==> config.mk <==
export PLATFORM = sky130hd
export DESIGN_NAME = stt_cell
export DESIGN_NICKNAME = d
export VERILOG_FILES = /design/src/design/stt_pkg.sv /design/src/design/stt_cell.sv
export SDC_FILE = /design/constraint.sdc
export NUM_CORES = 1
export LEC_CHECK = 0
export BUFFER_PORTS_ARGS = -buffer_cell sky130_fd_sc_hd__clkbuf_2
export CAP_MARGIN = 20
export CORE_ASPECT_RATIO = 1.4
export CORE_MARGIN = 2
export CORE_UTILIZATION = 45
export CTS_BUF_LIST = sky130_fd_sc_hd__clkbuf_4 sky130_fd_sc_hd__clkbuf_8
export DETAILED_ROUTE_END_ITERATION = 6
export GPL_TIMING_DRIVEN = 0
export PLACE_DENSITY_LB_ADDON = 0.25
export SLEW_MARGIN = 20
export SYNTH_ARGS = -nofsm -noshare
export SYNTH_HDL_FRONTEND = slang
export SYNTH_SLANG_ARGS = --single-unit
==> constraint.sdc <==
create_clock -name clk -period 5.6 [get_ports clk]
set_clock_uncertainty 0.2 [all_clocks]
set_input_delay 0.56 -clock clk [delete_from_list [all_inputs] [get_ports clk]]
set_output_delay 0.56 -clock clk [all_outputs]
set_load 0.05 [all_outputs]
==> src/design/stt_pkg.sv <==
// Shared types, constants and command codes for the software timer table.
// No dependencies.
package stt_pkg;

  localparam int MAX_TIMERS_DEF = 32;
  localparam int TIME_W = 40;
  localparam int IVL_W = 24;
  localparam int SLOT_W = 5;
  localparam logic [15:0] FIXED_STEP_RST = 16'd15;
  localparam logic [15:0] THINK_PERIOD_RST = 16'd100;

  typedef enum logic [1:0] {
    CMD_TICK = 2'd0,
    CMD_ADD = 2'd1,
    CMD_KILL = 2'd2,
    CMD_REMOVE = 2'd3
  } cmd_t;

  typedef enum logic [1:0] {
    ST_OK = 2'd0,
    ST_FULL = 2'd1,
    ST_NOT_FOUND = 2'd2
  } status_t;

  typedef enum logic {
    KIND_FIRE = 1'b0,
    KIND_DONE = 1'b1
  } kind_t;

  typedef enum logic {
    REG_FIXED_STEP = 1'b0,
    REG_THINK_PERIOD = 1'b1
  } reg_idx_t;

  typedef enum logic [2:0] {
    S_IDLE,
    S_SCAN_ONE,
    S_SCAN_REP,
    S_DONE
  } state_t;

  // Control handed from the sequencer to every cell of the chain.
  typedef struct packed {
    logic add;       // write the add item into the cell whose grant is set
    logic kill;      // free the cell named by kill_slot
    logic remove;    // free map-change cells
    logic scan;      // compare the cell at the scan slot
    logic scan_rep;  // scan class: 1 repeating, 0 one-shot
  } cell_ctl_t;

endpackage

==> src/design/stt_cell.sv <==
// One timer slot: valid, class, map-change flag, interval and expiry time.
// Depends on stt_pkg. Chained through the free-slot priority signal.
module stt_cell
  import stt_pkg::*;
#(
  parameter int IDX = 0,
  parameter int SW = 5
) (
  input  logic              clk,
  input  logic              rst_n,
  input  cell_ctl_t         ctl,
  input  logic [SW-1:0]     kill_slot,
  input  logic [SW-1:0]     scan_slot,
  input  logic [TIME_W-1:0] now,
  input  logic [IVL_W-1:0]  add_ivl,
  input  logic              add_rep,
  input  logic              add_map,
  input  logic              free_found_in,   // a lower slot is free
  output logic              free_found_out,
  output logic              valid,
  output logic              hit               // expired in the class being scanned
);

  logic              valid_r, valid_nxt;
  logic              rep_r, map_r;
  logic [IVL_W-1:0]  ivl_r;
  logic [TIME_W-1:0] exp_r;
  logic              grant, sel_scan, sel_kill;

  // Claim the add when no lower slot is free
  assign grant          = !valid_r && !free_found_in;
  assign free_found_out = free_found_in || !valid_r;
  assign sel_scan       = ctl.scan && (scan_slot == SW'(IDX));
  assign sel_kill       = ctl.kill && (kill_slot == SW'(IDX));
  assign hit = valid_r && (rep_r == ctl.scan_rep) && (now >= exp_r);
  assign valid = valid_r;

  // Next valid bit
  always_comb begin
    valid_nxt = valid_r;
    if (ctl.add && grant) valid_nxt = 1'b1;
    if (sel_kill) valid_nxt = 1'b0;
    if (ctl.remove && map_r) valid_nxt = 1'b0;
    if (sel_scan && hit && !rep_r) valid_nxt = 1'b0;
  end

  always_ff @(posedge clk) begin
    if (!rst_n) begin
      valid_r <= 1'b0;
    end else begin
      valid_r <= valid_nxt;
    end
  end

  // Payload: written by add, expiry rescheduled by a repeating fire
  always_ff @(posedge clk) begin
    if (ctl.add && grant) begin
      rep_r <= add_rep;
      map_r <= add_map;
      ivl_r <= add_ivl;
      exp_r <= now + TIME_W'(add_ivl);
    end else if (sel_scan && hit && rep_r) begin
      exp_r <= now + TIME_W'(ivl_r);
    end
  end

endmodule

==> flow_summary.json, run 1 <==
{
  "run_status": "finished clean",
  "drc": 0,
  "clock-root-buffer": "sky130_fd_sc_hd__clkbuf_8",
  "post_synth_mux_area_share_pct": 5.50,
  "synth_nets": 615,
  "max-slew-margin-rel_pct": 55.5,
  "ir_worst_vdd_uv": 108,
  "hold_buffers_post_cts": 0,
  "synth.yosys.warnings": 0,
  "power.density_cell_area_nw_per_um2": 249,
  "place.port_buffers": 86,
  "initial_utilization_pct": 45.7,
  "post_synth_fa_ha_maj_area_fraction_pct": 16.7,
  "synth_compound_area_share_pct": 14.4,
  "number_of_flip_flops_and_latches_in_the_synthesized_netlist": 67,
  "critPathRequiredTime_ns": 5.51,
  "cts_buffer_depth": 2,
  "setup_repair_after_global_routing_missed_its_margin": "no",
  "detail_route.wl_per_cell_microns": 15.5,
  "dp_hpwl_mm": 8.77,
  "synthXorXnorAreaFrac_pct": 6.60,
  "grt_first_pass_wirelength_mm": 18.9,
  "grt-ovfl-total": 0,
  "die_width_microns": 92.3,
  "min-delay-path-class": "in2reg",
  "layout_cell_share_with_drive_strength_beyond_1_pct": 24.7,
  "postSynth.asyncResetShare_pct": 0,
  "arrival_ns": 4.41,
  "vias": 3855,
  "track_usage_pct": 20.4,
  "timing_hold_violations_final": 0,
  "die_area_sq_um": 11800,
  "num-fill-cells": 1014,
  "chipHeight_microns": 128,
  "worst-setup-path-type": "reg2reg",
  "drt_pass1_iterations": 4,
  "placementRows": 45,
  "post-route-min-period_ns": 4.50,
  "drt_wl_total_mm": 11.0,
  "maxCapViolCount": 0,
  "max_slew.worst_pin.slew_ns": 0.668,
  "final_net_count": 714,
  "antenna_cells_inserted": 0,
  "cts.reportedPaths.clkPinSlew_ns": 0.07,
  "post_cts.repair.setup_buffers": 0,
  "avg_vias_per_cell": 5.42,
  "post_route_insts_no_fill": 711,
  "cts_inserted_buffers": 9,
  "initialDrtViolationCount": 109,
  "yosysSeqAreaShare_pct": 40.8,
  "clk-insertion-delay-late_ns": 0.36,
  "synth_edf_count": 66,
  "synthTopCellsByArea": "sky130_fd_sc_hd__edfxtp_1, sky130_fd_sc_hd__ha_1, sky130_fd_sc_hd__xnor2_1",
  "grt_pass1_vias": 4094,
  "antenna_found_initial": 0,
  "yosysTopAreaCell": "sky130_fd_sc_hd__edfxtp_1",
  "tritoncts": "built",
  "globalplace.congestion": 0.821,
  "final_antenna_net_count": 0,
  "cts.htree.levels": 3,
  "post-synth-top-area-fraction_pct": 40.4,
  "synth.lib_cells_used.distinct": 54,
  "top_reg_cell_synth": "sky130_fd_sc_hd__edfxtp_1",
  "cts.sinks": 67,
  "post_dp_cell_area_sq_um": 5570,
  "avgSynthCellArea_sq_um": 10.5,
  "finalSetupTns_ns": 0,
  "fin_area_sq_um": 5790,
  "timing.critical_path.to_type": "flip-flop",
  "leakage_nw": 2.58,
  "syn_area_sq_um": 4910,
  "synth-simple-area-share_pct": 11.6,
  "final_critical_path_share_of_the_clock_period_pct": 80.3,
  "report.power.total_w": 0.00144,
  "design.core.area_sq_um": 10800,
  "postSynthCellCount": 466,
  "cp_max_fo": 10,
  "num_io_pins": 87,
  "top_post_synthesis_cells_by_count": "sky130_fd_sc_hd__edfxtp_1, sky130_fd_sc_hd__ha_1, sky130_fd_sc_hd__inv_1",
  "area_growth_pct": 18.0,
  "timing_max_transition_violations_final": 0,
  "maximum_number_of_pins_on_one_net_before_global_route_repair": 27,
  "ctsResizeCount": 0,
  "worstSetupStartpointType": "flip-flop",
  "synth_top_family_by_area": "adder cells",
  "dpl.cell_count": 695,
  "top_achievable_clock_speed_mhz": 222,
  "setup_violations": 0,
  "yosysMostFrequentCell": "sky130_fd_sc_hd__edfxtp_1"
}
==> per-stage QoR <==
stage	setup slack [ns]	hold WS, ns	utilization, %
after floorplan	1.03	0.310	-
after global placement	0.00539	0.348	51.3
after detailed placement	0.776	0.359	51.8
after CTS	1.07	0.165	53.9
after global routing	0.775	0.170	53.9
final	1.10	0.179	53.9
==> power by group <==
| group | internal (W) | switching (W) |
|---|---|---|
| sequential | 0.000598 | 0.00000774 |
| clock | 0.000263 | 0.000207 |
| combinational | 0.000162 | 0.000205 |
==> critical path, cell delays in order, from the launching register on <==
cell                       delay, ns
sky130_fd_sc_hd__dfxtp_1        0.35
sky130_fd_sc_hd__nor3b_1        0.20
sky130_fd_sc_hd__clkbuf_1       0.45
sky130_fd_sc_hd__clkbuf_1       0.58
sky130_fd_sc_hd__mux2_2         0.28
sky130_fd_sc_hd__ha_1           0.19
sky130_fd_sc_hd__inv_1          0.07
sky130_fd_sc_hd__fa_1           0.39
sky130_fd_sc_hd__nand2b_1       0.17
sky130_fd_sc_hd__a21o_1         0.20
sky130_fd_sc_hd__a21oi_1        0.24
sky130_fd_sc_hd__a21o_1         0.29
sky130_fd_sc_hd__a31o_1         0.22
sky130_fd_sc_hd__buf_6          0.16
sky130_fd_sc_hd__nand4_2        0.11
sky130_fd_sc_hd__xnor2_1        0.14
==> sequential cells by signal, indices dropped and copies added, names as in the netlist <==
name	cells
exp_r	40
ivl_r	24
map_r	1
rep_r	1
valid	1
==> path summary, 6_finish.rpt <==
path / startpoint / to / slack (ns) / cells after the start
max reg2reg: valid$_SDFFE_PP0N_ / exp_r[30]$_DFFE_PP_ / 1.10 / 15
min reg2reg: map_r$_DFFE_PN_ / valid$_SDFFE_PP0N_ / 0.36 / 3
max: valid$_SDFFE_PP0N_ / exp_r[30]$_DFFE_PP_ / 1.10 / 15
min: add_map / map_r$_DFFE_PN_ / 0.18 / 1
==> cell usage in the layout, fill, tap and decap left out, types with 14 or more instances in the layout <==
master / n
sky130_fd_sc_hd__a21oi_1: 33
sky130_fd_sc_hd__inv_1: 48
sky130_fd_sc_hd__o21ai_0: 18
sky130_fd_sc_hd__clkbuf_2: 87
sky130_fd_sc_hd__edfxtp_1: 66
sky130_fd_sc_hd__nand2_1: 37
sky130_fd_sc_hd__a21o_1: 14
sky130_fd_sc_hd__mux2_2: 24
sky130_fd_sc_hd__ha_1: 64
sky130_fd_sc_hd__nor2_1: 21
sky130_fd_sc_hd__xnor2_1: 31
==> final cells by class <==
class	instances	area, sq um	share of cell area [%]
multi-input cells	344	2690	46.5
inverters	48	180	3.11
clock buffers	10	138	2.38
repair buffers	88	478	8.25
flip-flops and latches	67	2000	34.6
plain buffers	7	36.3	0.626
clock inverters	6	88.8	1.53
well taps	141	176	3.05
==> kinds of logic after synthesis <==
family          after synthesis
compound gates              107
simple gates                111
xor+xnor                     37
buf+inv                      55
flops                        67
fa+ha+maj                    65
mux                          24
==> layer usage <==
layer / global-route usage [%] / vias to the layer above / share of wire (%)
met5: 0 / - / 0
met4: 8.08 / 0 / 2.9
met3: 3.95 / 30 / 4.4
met2: 37.4 / 104 / 52
met1: 23.0 / 1807 / 41
li1: - / 1914 / -
No activity file was read; power rests on OpenSTA's default activity.
==> run 2, diff against run 1 <==
- clock period: 5.6 -> 3.7 ns (I/O delays scaled with it)
==> run 2 against run 1 <==
Net effect: cell count rose by 2.7%; critical path depth unchanged; sequential share of layout area shrank 1.3 points; non-clock buffer count increased by 19; critical endpoint is now exp_r[38]$_DFFE_PP_; largest cell class unchanged.
==> flow_summary.json, run 2 (same netlist as run 1, synthesis figures left out) <==
{
  "run_status": "finished clean",
  "layout_cell_share_with_drive_strength_beyond_1_pct": 25.6,
  "final_net_count": 733,
  "finalSetupTns_ns": 0,
  "final_antenna_net_count": 0,
  "hold-path-endpoint": "ivl_r[14]$_DFFE_PN_",
  "worst-setup-path-type": "reg2reg",
  "cts.htree.levels": 3,
  "globalplace.congestion": 0.875,
  "share_comb_of_total_power_pct": 27.6,
  "worstPathCellList": "nor3b_2, buf_4, buf_8, mux2_2, ha_1, inv_1, fa_1, nand2b_1, a21o_1, a21oi_2, a21o_1, a31o_1, buf_6, nand4_2, xnor2_1",
  "critical_path.top_delay_family": "compound AO/OA/AOI/OAI gates",
  "tritoncts": "built",
  "leakage_nw": 2.67,
  "timing_max_transition_violations_final": 0,
  "grt_first_pass_wirelength_mm": 18.6,
  "flip_flop_count_of_the_largest_register_all_copies_and_words_added": 40,
  "clk-insertion-delay-late_ns": 0.36,
  "drc": 0,
  "antenna_cells_inserted": 0,
  "power.density_cell_area_nw_per_um2": 355,
  "area_growth_pct": 22.5,
  "timing_hold_violations_final": 0,
  "worst_hold_slack_ns": 0.00446,
  "die_width_microns": 92.3,
  "initialDrtViolationCount": 173,
  "switching_share_pct": 30.1,
  "arrival_ns": 3.48,
  "power_switching_w": 0.000641,
  "min-delay-path-class": "in2reg",
  "dp_hpwl_mm": 8.80,
  "setup_violations": 0,
  "worstRegToRegCells": 15,
  "antenna_found_initial": 0,
  "min_from": "add_ivl[14]",
  "endpoint_of_the_lowest_slack_register_to_register_path": "exp_r[38]$_DFFE_PP_",
  "p_int_w": 0.00149,
  "clock-root-buffer": "sky130_fd_sc_hd__clkbuf_8",
  "reg2reg_from": "valid$_SDFFE_PP0N_",
  "biggestRegsByFlops": "exp_r (40), ivl_r (24)",
  "grt_pass1_vias": 4053,
  "path_common_cell": "sky130_fd_sc_hd__a21o_1",
  "max_slew.worst_pin.slew_ns": 0.629,
  "pwr-share-clk_pct": 29.4,
  "critPathRequiredTime_ns": 3.62,
  "chipHeight_microns": 128,
  "cts.sinks": 67,
  "track_usage_pct": 19.9,
  "timing.critical_path.to_type": "flip-flop",
  "worst_setup_path_startpoint": "valid$_SDFFE_PP0N_",
  "setup_slack_ns": 0.144,
  "drt_wl_total_mm": 11.4,
  "num-fill-cells": 961,
  "drt_pass1_iterations": 4,
  "top_achievable_clock_speed_mhz": 281,
  "registers.top_by_ff_count": "exp_r",
  "placement.setup.worst_slack_ns": -0.419,
  "hold_path_cells": 1,
  "final_critical_path_share_of_the_clock_period_pct": 96.1,
  "detail_route.wl_per_cell_microns": 15.6,
  "max-slew-margin-rel_pct": 58.1,
  "avg_vias_per_cell": 5.38,
  "placementRows": 45,
  "cts.reportedPaths.clkPinSlew_ns": 0.08,
  "ir_worst_vdd_uv": 169,
  "ff2ff_setup_slack_ns": 0.14,
  "cts_inserted_buffers": 9,
  "critical-path-slowest-cell": "sky130_fd_sc_hd__dfxtp_1",
  "critical-path-max-stage-delay_ns": 0.43,
  "num_io_pins": 87,
  "maximum_number_of_pins_on_one_net_before_global_route_repair": 36,
  "design.core.area_sq_um": 10800,
  "initial_utilization_pct": 45.7,
  "worst-path-buf-inv": 4,
  "worstSetupStartpointType": "flip-flop",
  "grt-ovfl-total": 0,
  "cts_buffer_depth": 2,
  "seq_power_share_pct": 43.0,
  "post-route-min-period_ns": 3.56,
  "die_area_sq_um": 11800,
  "maxCapViolCount": 0,
  "mostFrequentLayoutCells": "sky130_fd_sc_hd__clkbuf_2, sky130_fd_sc_hd__edfxtp_1, sky130_fd_sc_hd__ha_1, sky130_fd_sc_hd__inv_1, sky130_fd_sc_hd__nand2_1",
  "place.port_buffers": 86,
  "layout.cells.most_common": "sky130_fd_sc_hd__clkbuf_2",
  "cp_max_fo": 10,
  "vias": 3924
}
[run 2: cell type report]
class | instances | area [sq um] | area share (%)
Timing Repair Buffer | 107 | 649 | 10.8
Inverter | 48 | 180 | 3.00
Clock inverter | 6 | 66.3 | 1.10
Sequential cell | 67 | 2000 | 33.3
Multi-Input combinational cell | 344 | 2740 | 45.5
Tap cell | 141 | 176 | 2.93
Buffer | 7 | 71.3 | 1.19
Clock buffer | 10 | 131 | 2.19
[run 2: stage by stage]
step	power [W]	area (sq um)	instances	utilization, %
floorplan	0.00131	4920	466	-
global placement	0.00147	5530	693	51.4
detailed placement	0.00149	5560	694	51.7
CTS	0.00214	5960	726	55.4
global route	0.00225	6010	730	55.9
finish	0.00213	6010	730	55.9
[run 2: worst max-delay path by stage]
stage                                to  slack, ns  depth (start not counted)
finish              exp_r[38]$_DFFE_PP_       0.14                         15
global route        exp_r[30]$_DFFE_PP_     -0.002                         13
CTS                 exp_r[19]$_DFFE_PP_       0.03                         12
detailed placement  exp_r[35]$_DFFE_PP_      -0.42                         13
global placement    exp_r[30]$_DFFE_PP_      -0.41                         16
floorplan           exp_r[30]$_DFFE_PP_       0.02                         13
[run 2: power by group through the flow]
stage	Clock, W	Sequential, W	Combinational (W)
floorplan	0	0.000934	0.000381
global placement	0	0.000934	0.000532
detailed placement	0	0.000935	0.000552
CTS	0.000640	0.000917	0.000580
global route	0.000666	0.000922	0.000658
finish	0.000628	0.000917	0.000588
[run 2: metal layers]
layer / GRT usage [%] / vias to the layer above / routed length [microns]
met5: 0 / - / 0
met4: 10.0 / 0 / 354
met3: 2.77 / 23 / 393
met2: 36.2 / 97 / 5910
met1: 22.7 / 1855 / 4750
li1: - / 1949 / -
[run 2: timing repair]
action,CTS,global route
hold buffers,15,0
resized for setup,8,6
pin swaps,0,2
buffers inserted,1,3
endpoints found under the hold margin,15,0
endpoints found under the setup margin,23,16
gates cloned,0,1
